$ cat src/rtl/cht_pkg.sv
package cht_pkg;

  typedef enum logic [1:0] {
    CMD_INSERT = 2'd0,
    CMD_SEARCH = 2'd1,
    CMD_DELETE = 2'd2,
    CMD_NONE   = 2'd3
  } cmd_e;

  typedef struct packed {
    logic [1:0]  cmd;
    logic [30:0] key;
  } in_word_t;

  typedef struct packed {
    logic [3:0] position;
    logic       overflow;
  } out_word_t;

  localparam int unsigned KeyW = 31;
  localparam int unsigned CfgW = 7;

  // Commands from the controller to the datapath.
  typedef struct packed {
    logic load;       // capture the input word
    logic mod_start;  // clear the remainder and bit counter
    logic mod_step;   // one restoring-division step
    logic len_rd;     // register the chain length of the bucket
    logic slot_rd;    // issue a memory read at the slot pointer
    logic slot_cmp;   // compare read data against the key
    logic ins_wr;     // shift-write one slot for an insert
    logic del_wr;     // shift-write one slot for a delete
    logic len_inc;
    logic len_dec;
    logic ptr_dec;
    logic ptr_inc;
    logic ptr_set_len;
    logic ptr_clr;
  } ctl_t;

  typedef struct packed {
    logic mod_done;
    logic full;
    logic ptr_at_end;   // slot pointer reached chain length
    logic ptr_zero;
    logic match;
    logic del_last;     // pointer + 1 reached chain length
  } sts_t;

endpackage

$ cat src/rtl/cht_ctrl.sv
module cht_ctrl
  import cht_pkg::*;
(
  input  logic       clk_i,
  input  logic       rst_ni,
  input  logic       start,
  output logic       busy,
  input  sts_t       sts_i,
  input  logic [1:0] cmd_i,
  input  logic [3:0] pos_i,
  output ctl_t       ctl_o,
  output logic       done,
  output out_word_t  res_o
);

  localparam logic [3:0] S_IDLE  = 4'd0;
  localparam logic [3:0] S_MODST = 4'd1;
  localparam logic [3:0] S_MOD   = 4'd2;
  localparam logic [3:0] S_LEN   = 4'd3;
  localparam logic [3:0] S_DISP  = 4'd4;
  localparam logic [3:0] S_IRD   = 4'd5;
  localparam logic [3:0] S_IWR   = 4'd6;
  localparam logic [3:0] S_SRD   = 4'd7;
  localparam logic [3:0] S_SCMP  = 4'd8;
  localparam logic [3:0] S_DRD   = 4'd9;
  localparam logic [3:0] S_DWR   = 4'd10;
  localparam logic [3:0] S_FIN   = 4'd11;
  localparam logic [3:0] S_DMOV  = 4'd12;

  logic [3:0] state_q, state_d;
  out_word_t  res_q, res_d;
  logic       done_q, done_d;

  // An insert starts with the pointer at the chain length and walks it down:
  // each step steps back, reads the slot there, steps forward and writes the
  // read key one slot further on, then steps back again.
  always_comb begin
    state_d = state_q;
    res_d   = res_q;
    done_d  = 1'b0;
    ctl_o   = '0;
    unique case (state_q)
      S_IDLE: begin
        if (start) begin
          ctl_o.load = 1'b1;
          state_d    = S_MODST;
        end
      end
      S_MODST: begin
        ctl_o.mod_start = 1'b1;
        state_d         = S_MOD;
      end
      S_MOD: begin
        if (sts_i.mod_done) begin
          ctl_o.len_rd = 1'b1;
          state_d      = S_LEN;
        end else begin
          ctl_o.mod_step = 1'b1;
        end
      end
      S_LEN: begin
        res_d = '0;
        if (cmd_i == CMD_INSERT) begin
          if (sts_i.full) begin
            res_d.overflow = 1'b1;
            state_d        = S_FIN;
          end else begin
            ctl_o.ptr_set_len = 1'b1;
            state_d           = S_DISP;
          end
        end else if (cmd_i == CMD_SEARCH || cmd_i == CMD_DELETE) begin
          ctl_o.ptr_clr = 1'b1;
          state_d       = S_SRD;
        end else begin
          state_d = S_FIN;
        end
      end
      S_DISP: begin
        // Insert: ptr is the slot to fill; read the slot before it.
        if (sts_i.ptr_zero) begin
          ctl_o.ins_wr  = 1'b1;
          ctl_o.len_inc = 1'b1;
          state_d       = S_FIN;
        end else begin
          ctl_o.ptr_dec = 1'b1;
          state_d       = S_IRD;
        end
      end
      S_IRD: begin
        ctl_o.slot_rd = 1'b1;
        ctl_o.ptr_inc = 1'b1;
        state_d       = S_IWR;
      end
      S_IWR: begin
        ctl_o.ins_wr  = 1'b1;
        ctl_o.ptr_dec = 1'b1;
        state_d       = S_DISP;
      end
      S_SRD: begin
        if (sts_i.ptr_at_end) begin
          state_d = S_FIN;
        end else begin
          ctl_o.slot_rd = 1'b1;
          state_d       = S_SCMP;
        end
      end
      S_SCMP: begin
        ctl_o.slot_cmp = 1'b1;
        if (sts_i.match) begin
          res_d.position = pos_i;
          if (cmd_i == CMD_DELETE) begin
            state_d = S_DRD;
          end else begin
            state_d = S_FIN;
          end
        end else begin
          ctl_o.ptr_inc = 1'b1;
          state_d       = S_SRD;
        end
      end
      S_DRD: begin
        // Close the gap: slot ptr takes slot ptr+1 until the chain end.
        if (sts_i.del_last) begin
          ctl_o.len_dec = 1'b1;
          state_d       = S_FIN;
        end else begin
          ctl_o.ptr_inc = 1'b1;
          state_d       = S_DWR;
        end
      end
      S_DWR: begin
        ctl_o.slot_rd = 1'b1;
        ctl_o.ptr_dec = 1'b1;
        state_d       = S_DMOV;
      end
      S_DMOV: begin
        ctl_o.del_wr  = 1'b1;
        ctl_o.ptr_inc = 1'b1;
        state_d       = S_DRD;
      end
      S_FIN: begin
        done_d  = 1'b1;
        state_d = S_IDLE;
      end
      default: state_d = S_IDLE;
    endcase
  end

  always_ff @(posedge clk_i or negedge rst_ni) begin
    if (!rst_ni) begin
      state_q <= S_IDLE;
      done_q  <= 1'b0;
    end else begin
      state_q <= state_d;
      done_q  <= done_d;
    end
  end

  always_ff @(posedge clk_i) begin
    res_q <= res_d;
  end

  assign busy  = (state_q != S_IDLE);
  assign done  = done_q;
  assign res_o = res_q;

  a_done_idle: assert property (@(posedge clk_i) disable iff (!rst_ni)
    done_q |-> state_q == S_IDLE) else $error("result strobe outside idle");
  a_ovf_ins: assert property (@(posedge clk_i) disable iff (!rst_ni)
    done_q && res_q.overflow |-> res_q.position == 4'd0)
    else $error("overflow with a position");
  a_accept: assert property (@(posedge clk_i) disable iff (!rst_ni)
    start && !busy |=> state_q == S_MODST) else $error("word not taken");

endmodule

$ cat config.mk
export PLATFORM = sky130hd
export DESIGN_NAME = cht_ctrl
export DESIGN_NICKNAME = d
export VERILOG_FILES = /design/src/rtl/cht_pkg.sv /design/src/rtl/cht_ctrl.sv
export SDC_FILE = /design/constraint.sdc
export NUM_CORES = 1
export LEC_CHECK = 0
export ABC_AREA = 1
export BUFFER_PORTS_ARGS = -buffer_cell sky130_fd_sc_hd__buf_2
export CAP_MARGIN = 5
export CORE_MARGIN = 8
export CORE_UTILIZATION = 44
export CTS_CLUSTER_SIZE = 20
export DETAILED_ROUTE_END_ITERATION = 8
export GPL_TIMING_DRIVEN = 0
export PLACE_DENSITY = 0.78
export SYNTH_ARGS = -nofsm -noshare
export SYNTH_HDL_FRONTEND = slang
export SYNTH_SLANG_ARGS = --single-unit
export TNS_END_PERCENT = 50
$ cat constraint.sdc
create_clock -name clk_i -period 1.9 [get_ports clk_i]
set_clock_uncertainty 0.1 [all_clocks]
set_input_delay 0.095 -clock clk_i [delete_from_list [all_inputs] [get_ports clk_i]]
set_output_delay 0.095 -clock clk_i [all_outputs]
set_load 0.01 [all_outputs]
==> impl_metrics.py, run 1 <==
metrics = {
    "run_status": {
        "status": "finished, final reports clean",
    },
    "setup_path": {
        "path_class": "reg2out",
        "required_ns": 1.70,
        "cp.depth": 7,
        "crit_fanout": 4,
        "cpPeakStageDelay_ns": 0.41,
        "cpLargestDelayFamily": "simple AND/OR/NAND/NOR gates",
        "cpMaxStageDelayCell": "dfrtp_1",
        "critPathBufInv": 2,
        "end_kind": "output pin",
        "rrSetupSlack_ns": 0.25,
        "ff2ff_path_depth": 5,
        "arrival_ns": 1.50,
        "cp-start-kind": "register",
        "path_cells": "inv_1, nor2_1, nand2_1, o21ai_0, nor2_1, nand2_1, buf_2",
    },
    "place": {
        "dp.final_hpwl_um": 1610,
        "routabilityCongestion": 0.847,
        "place_area_sq_um": 901,
        "portBuffers": 35,
    },
    "clocking": {
        "clock-sinks": 10,
        "numCtsBuffers": 3,
        "clk_pin_slew_ns": 0.06,
        "clock_path_buffers": 2,
        "post-cts-setup-buffers": 0,
        "cts-root-buf": "clkbuf_4",
        "cts_tree": "done",
        "clock_latency_ns": 0.27,
        "htree_levels": 1,
    },
    "cells_and_area": {
        "diodes": 0,
        "fin_nets": 167,
        "fin_area_sq_um": 957,
        "drive_above_1_share": 0.282,
        "fin_util": 0.635,
        "final.fill_count": 141,
        "area_growth_pct": 35.6,
        "ff_latch_area_sq_um": 275,
        "multi_input_area_sq_um": 333,
    },
    "detailed_routing": {
        "routedWlPerCell_um": 11.5,
        "wl_um": 1900,
        "initialDrtViolationCount": 25,
        "via_count": 801,
        "drc_errors": 0,
        "ant_nets": 0,
        "firstDrtPassIters": 4,
        "via_per_inst": 4.85,
    },
    "floorplan": {
        "dieArea_sq_um": 3140,
        "io_pins": 36,
        "rows": 14,
        "initial_utilization": 0.468,
        "dieWidth_um": 56.0,
        "core_sq_um": 1510,
        "die_h_um": 56.0,
    },
    "hold_path": {
        "hp-class": "in2reg",
        "min_path_cells": 3,
    },
    "synthesis": {
        "syn_inst": 108,
        "synth_area_per_cell_sq_um": 6.53,
        "ys_ff_latch": 10,
        "synth_top_area_share": 0.213,
        "yosysUniqueCellTypes": 15,
        "synth_nets": 125,
        "yosysSeqAreaShare": 0.390,
        "synthTopCellsByArea": "edfxtp_1 (21%), dfrtp_1 (18%), nand2_1 (15%)",
        "yosysWarnings": 0,
        "yosysTopAreaCell": "edfxtp_1",
        "netlist_area_sq_um": 706,
    },
    "global_route": {
        "grt_pass1_wl_um": 3420,
        "gr-total-overflow": 0,
        "grt_pass1_vias": 826,
        "gr-usage-all-layers": 0.130,
        "antenna_found_initial": 0,
        "grt_max_degree": 7,
    },
    "pwr": {
        "p_total_mw": 1.22,
        "ir_drop_mv": 0.568,
        "p_per_area_nw_per_um2": 1280,
        "p_leak_nw": 0.633,
    },
    "timing": {
        "finalSetupTns_ns": 0,
        "finalCritPeriodShare": 0.893,
        "grt_setup_unrepaired": "false",
        "tightest_slew_ns": 0.375,
        "period_minus_slack_ns": 1.70,
        "setup_viol": 0,
        "slew_viol_final": 0,
        "hold_violations": 0,
        "worst_slew_margin_rel": 0.748,
        "max_freq_mhz": 589,
    },
    "job": {
        "maxCapViolations": 0,
    },
}
cell type report:
class                   instances  share of cell area
clock buffers                   4              0.0379
inverters                      26               0.102
multi-input cells              72               0.348
flip-flops and latches         10               0.288
well taps                      16              0.0209
repair buffers                 37               0.204
worst min-delay path, cell delays in order:
cell    delay (ns)
buf_2         0.07
inv_1         0.03
nor2_1        0.08
repair_timing:
item                                    CTS  global route
endpoints found under the setup margin    0             4
endpoints found under the hold margin     6             0
gates resized for setup                   0             1
hold buffers                              2             0
placed cells by master, fill, tap and decap left out, drive strengths merged:
cell / instances
dlygate4sd3: 2
buf: 35
nor4: 1
o21ai: 4
nand3: 6
inv: 26
o22ai: 1
o211ai: 2
ha: 2
nor2: 25
edfxtp: 5
dfrtp: 5
clkbuf: 4
nand2: 29
nand3b: 2
registers in the layout, indices dropped and copies added, names as in the netlist:
register / cells
res_o: 5
state_q: 4
done: 1
path summary, 6_finish.rpt:
path	from	endpoint
hold / removal	pos_i[0]	res_o[1]
hold reg to reg	state_q[0]	done
setup / recovery	state_q[0]	ctl_o[2]
min in group asynchronous	rst_ni	state_q[2]
max in group asynchronous	rst_ni	done
setup reg to reg	state_q[2]	res_o[1]
cells by family after synthesis:
family	Yosys count	synth area share
simple gates	63	0.378
compound gates	7	0.0585
buf+inv	26	0.138
flops	10	0.390
fa+ha+maj	2	0.0355
synthesized netlist by cell type:
cell type   n
o22ai_1     1
dfrtp_1     5
nor2_4      1
nand2_1    28
ha_1        2
nand3b_1    2
inv_1      26
nor4_1      1
nor2_1     23
nand2_2     1
nand3_1     6
o211ai_1    2
o21ai_0     4
nor2_2      1
edfxtp_1    5
power by group:
group / switching (mW) / internal (mW)
sequential: 0.0616 / 0.313
clock: 0.0764 / 0.117
combinational: 0.427 / 0.229
per-layer routing:
layer  global-route usage  part of all wire
met4               0.0515             0.023
met1                0.130              0.37
met2                0.230              0.53
met3               0.0548             0.080
met5                    0                 0
metrics by stage:
| stage | hold WS (ns) | instances | worst slack (ns) |
|---|---|---|---|
| final | 0.0148 | 165 | 0.202 |
| after global routing | 0.000338 | 165 | 0.0537 |
| after CTS | 0.00840 | 165 | 0.0799 |
| after detailed placement | -0.185 | 159 | 0.0939 |
| after global placement | -0.187 | 159 | 0.128 |
| after floorplan | -0.301 | 108 | 0.249 |
(Power assumes the default switching activity.)
==> run 2, diff against run 1 <==
--- a/config.mk
+++ b/config.mk
@@ -8,6 +8,7 @@
 export ABC_AREA = 1
 export BUFFER_PORTS_ARGS = -buffer_cell sky130_fd_sc_hd__buf_2
 export CAP_MARGIN = 5
+export CORE_ASPECT_RATIO = 1.2
 export CORE_MARGIN = 8
 export CORE_UTILIZATION = 44
 export CTS_CLUSTER_SIZE = 20
==> impl_metrics.py, run 2 (synthesis results as in run 1) <==
metrics = {
    "run_status": {
        "status": "finished, final reports clean",
    },
    "timing": {
        "finalSetupTns_ns": 0,
        "max_freq_mhz": 598,
        "period_minus_slack_ns": 1.67,
        "finalCritPeriodShare": 0.880,
        "slew_viol_final": 0,
        "worst_slew_margin_rel": 0.742,
        "setup_viol": 0,
        "worst_slack_ns": 0.229,
        "grt_setup_unrepaired": "false",
        "hold_violations": 0,
        "whs_ns": 0.0114,
        "tightest_slew_ns": 0.384,
    },
    "global_route": {
        "grt_pass1_vias": 793,
        "grt_max_degree": 7,
        "gr-total-overflow": 0,
        "antenna_found_initial": 0,
        "grt_pass1_wl_um": 3340,
        "gr-usage-all-layers": 0.138,
    },
    "setup_path": {
        "cpMaxStageDelayCell": "dfrtp_1",
        "end_kind": "register",
        "reg2reg_from": "state_q[0]",
        "cpPeakStageDelay_ns": 0.43,
        "path_common_cell": "inv_1",
        "crit_fanout": 5,
        "arrival_ns": 1.50,
        "path_class": "reg2reg",
        "ff2ff_path_depth": 5,
        "cp-start-kind": "register",
        "path_cells": "inv_1, nand2_2, nor2_4, inv_1, o21ai_1",
        "required_ns": 1.73,
        "startpoint": "state_q[0]",
    },
    "cells_and_area": {
        "fin_nets": 166,
        "layout_commonest_cell": "buf_2",
        "fin_area_sq_um": 950,
        "drive_above_1_share": 0.284,
        "fin_cells": 166,
        "fin_util": 0.608,
        "final_cell_mix": "buf_2 (35), nand2_1 (28), inv_1 (26)",
        "area_growth_pct": 34.6,
        "diodes": 0,
        "largest_reg_flops": 5,
    },
    "hold_path": {
        "min-delay-start": "sts_i[4]",
        "min_path_cells": 3,
        "hp-class": "in2reg",
    },
    "clocking": {
        "clock-sinks": 10,
        "htree_levels": 1,
        "clock_latency_ns": 0.27,
        "cts-root-buf": "clkbuf_4",
        "clk_pin_slew_ns": 0.07,
        "clock_path_buffers": 2,
        "cts_tree": "done",
        "numCtsBuffers": 3,
    },
    "floorplan": {
        "rows": 16,
        "initial_utilization": 0.452,
        "dieArea_sq_um": 3150,
        "io_pins": 36,
        "dieWidth_um": 52.6,
        "die_h_um": 59.9,
        "core_sq_um": 1560,
    },
    "pwr": {
        "p_seq_frac": 0.306,
        "ir_drop_mv": 0.667,
        "clkPwrFrac": 0.157,
        "pwr-share-comb": 0.537,
        "p_leak_nw": 0.629,
        "p_sw_uw": 570,
        "p_per_area_nw_per_um2": 1290,
        "switching_share": 0.464,
        "p_int_uw": 657,
        "p_total_mw": 1.23,
    },
    "place": {
        "portBuffers": 35,
        "place_area_sq_um": 903,
        "routabilityCongestion": 0.946,
        "dp_cells": 161,
        "dp.final_hpwl_um": 1730,
        "pre_cts_ws_ns": 0.108,
    },
    "detailed_routing": {
        "via_per_inst": 4.75,
        "firstDrtPassIters": 4,
        "wl_um": 2040,
        "ant_nets": 0,
        "routedWlPerCell_um": 12.3,
        "initialDrtViolationCount": 23,
        "drc_errors": 0,
        "via_count": 788,
    },
    "job": {
        "maxCapViolations": 0,
    },
}
-- run 2: changes by cell type in the layout (fill, tap and decap cells not counted) --
| cell | previous run | this run |
|---|---|---|
| dlygate4sd3_1 | 2 | 1 |
-- run 2: routing by layer --
metal	vias up	global-route usage	share of wire
met1	352	0.130	0.38
met2	24	0.270	0.56
met3	4	0.0249	0.048
met5	-	0	0
met4	0	0.0667	0.011
li1	408	-	-
-- run 2: path summary, 6_finish.rpt --
path	slack [ns]	endpoint
worst max register to register	0.23	res_o[2]
min in group asynchronous	0.08	state_q[1]
worst min-delay path	0.01	res_o[0]
worst min register to register	0.53	done
max in group asynchronous	1.48	done
worst max-delay path	0.23	res_o[2]
-- run 2: layout make-up --
type / count / area (sq um)
clock buffers: 4 / 36.3
fillers: 167 / 612
inverters: 26 / 97.6
multi-input cells: 72 / 333
flip-flops and latches: 10 / 275
well taps: 18 / 22.5
repair buffers: 36 / 185
-- run 2: repair_timing --
action	in CTS	in global routing
endpoints found under the setup margin	0	4
endpoints found under the hold margin	5	0
setup buffers	0	0
resized for setup	0	1
hold buffers	1	0
-- run 2: power groups by stage --
stage,Combinational [mW],Clock (mW),Sequential [mW]
floorplan,0.424,0,0.381
global placement,0.647,0,0.376
detailed placement,0.660,0,0.377
CTS,0.666,0.196,0.374
global route,0.759,0.201,0.382
finish,0.658,0.193,0.376
-- run 2: critical path, delay by kind of cell, from the launching register on --
family / cells / cell delay, ns
flip-flops: 1 / 0.43
AO/OA/AOI/OAI: 1 / 0.34
buffers and inverters: 2 / 0.23
AND/OR/NAND/NOR: 2 / 0.23
==> run 3, diff against run 2 <==
--- a/config.mk
+++ b/config.mk
@@ -8,13 +8,12 @@
 export ABC_AREA = 1
 export BUFFER_PORTS_ARGS = -buffer_cell sky130_fd_sc_hd__buf_2
 export CAP_MARGIN = 5
-export CORE_ASPECT_RATIO = 1.2
 export CORE_MARGIN = 8
-export CORE_UTILIZATION = 44
+export CORE_UTILIZATION = 47
 export CTS_CLUSTER_SIZE = 20
 export DETAILED_ROUTE_END_ITERATION = 8
 export GPL_TIMING_DRIVEN = 0
-export PLACE_DENSITY = 0.78
+export PLACE_DENSITY = 0.82
 export SYNTH_ARGS = -nofsm -noshare
 export SYNTH_HDL_FRONTEND = slang
 export SYNTH_SLANG_ARGS = --single-unit
==> constraint.sdc (replaced) <==
create_clock -name clk_i -period 2 [get_ports clk_i]
set_clock_uncertainty 0.1 [all_clocks]
set_input_delay 0.1 -clock clk_i [delete_from_list [all_inputs] [get_ports clk_i]]
set_output_delay 0.1 -clock clk_i [all_outputs]
set_load 0.01 [all_outputs]
==> impl_metrics.py, run 3 (synthesis results as in run 1) <==
metrics = {
    "cells_and_area": {
        "drive_above_1_share": 0.284,
        "area_growth_pct": 34.2,
        "diodes": 0,
        "largest_reg_flops": 5,
        "fin_util": 0.651,
        "final_cell_mix": "buf_2 (35), nand2_1 (28), inv_1 (26)",
        "fin_cells": 164,
        "fin_nets": 166,
        "layout_commonest_cell": "buf_2",
    },
    "clocking": {
        "cts-root-buf": "clkbuf_4",
        "clock-sinks": 10,
        "htree_levels": 1,
        "clock_path_buffers": 2,
        "clock_latency_ns": 0.27,
        "cts_tree": "done",
        "numCtsBuffers": 3,
        "clk_pin_slew_ns": 0.06,
    },
    "pwr": {
        "ir_drop_mv": 0.672,
        "p_leak_nw": 0.629,
        "p_per_area_nw_per_um2": 1210,
    },
    "timing": {
        "worst_slew_margin_rel": 0.624,
        "max_freq_mhz": 547,
        "finalCritPeriodShare": 0.915,
        "grt_setup_unrepaired": "false",
        "finalSetupTns_ns": 0,
        "slew_viol_final": 0,
        "hold_violations": 0,
        "period_minus_slack_ns": 1.83,
        "tightest_slew_ns": 0.559,
        "setup_viol": 0,
    },
    "detailed_routing": {
        "drc_errors": 0,
        "via_count": 795,
        "via_per_inst": 4.85,
        "firstDrtPassIters": 6,
        "initialDrtViolationCount": 18,
        "wl_um": 1870,
        "routedWlPerCell_um": 11.4,
        "ant_nets": 0,
    },
    "global_route": {
        "grt_max_degree": 7,
        "grt_pass1_vias": 766,
        "gr-total-overflow": 0,
        "antenna_found_initial": 0,
        "gr-usage-all-layers": 0.143,
        "grt_pass1_wl_um": 3100,
    },
    "floorplan": {
        "die_h_um": 54.8,
        "core_sq_um": 1450,
        "initial_utilization": 0.485,
        "rows": 14,
        "dieArea_sq_um": 3000,
        "dieWidth_um": 54.8,
        "io_pins": 36,
    },
    "hold_path": {
        "hp-class": "in2reg",
    },
    "place": {
        "routabilityCongestion": 0.885,
        "dp.final_hpwl_um": 1610,
        "portBuffers": 35,
        "dp_cells": 159,
    },
    "setup_path": {
        "cp-start-kind": "register",
        "end_kind": "register",
        "crit_fanout": 6,
        "path_class": "reg2reg",
        "required_ns": 1.81,
        "arrival_ns": 1.64,
    },
    "run_status": {
        "status": "finished, final reports clean",
    },
    "job": {
        "maxCapViolations": 0,
    },
}
[run 3: cell counts in the layout (fill, tap and decap cells not counted)]
Identical to the previous run, type by type.
[run 3: worst paths after layout]
check / start / endpoint / slack [ns] / depth (start not counted)
max in group asynchronous: rst_ni / state_q[2] / 1.61 / 2
setup reg to reg: state_q[2] / res_o[4] / 0.17 / 5
hold reg to reg: state_q[0] / done / 0.50 / 2
hold / removal: sts_i[4] / res_o[0] / 0.009 / 3
min in group asynchronous: rst_ni / state_q[0] / 0.06 / 2
setup / recovery: state_q[2] / res_o[4] / 0.17 / 5
[run 3: where the power goes]
group	leakage, nW	total, mW	switching [mW]	internal, mW
Combinational	0.497	0.614	0.398	0.216
Sequential	0.112	0.353	0.0558	0.298
Clock	0.0210	0.183	0.0721	0.111
Total	0.629	1.15	0.525	0.624
[run 3: what timing repair did]
action,CTS,global route
gates resized for setup,0,0
hold buffers,1,0
endpoints found under the setup margin,0,0
hold endpoints to repair,5,0
setup buffers,0,0
[run 3: critical path, stage by stage (launching register included)]
cell and delay, ns:
dfrtp_1 0.43, inv_1 0.10, nand2_1 0.11, nor2_4 0.16
inv_1 0.10, o21ai_0 0.47
[run 3: area by class of cell]
type                       instances  area (sq um)
multi-input combinational         72           333
fill                             144           507
timing repair buffer              36           185
inverter                          26          97.6
sequential                        10           275
tap                               16          20.0
clock buffer                       4          36.3
[run 3: routing by layer]
metal,share of wire,vias to the layer above,track usage,wire length [um]
met4,0.026,0,0.0861,48
met2,0.51,24,0.249,955
met3,0.088,5,0.0380,164
li1,-,413,-,-
met5,0,-,0,0
met1,0.38,353,0.149,701
[run 3: metrics by stage]
stage          hold WS (ns)  worst slack, ns  instance area [sq um]  power (mW)
6_report            0.00851            0.171                    947        1.15
3_5_place_dp         -0.182            0.176                    901       0.978
2_1_floorplan        -0.296            0.349                    706       0.765
3_3_place_gp         -0.183            0.231                    901       0.961
5_1_grt              0.0304           0.0138                    947        1.26
4_1_cts             0.00553            0.170                    947        1.16
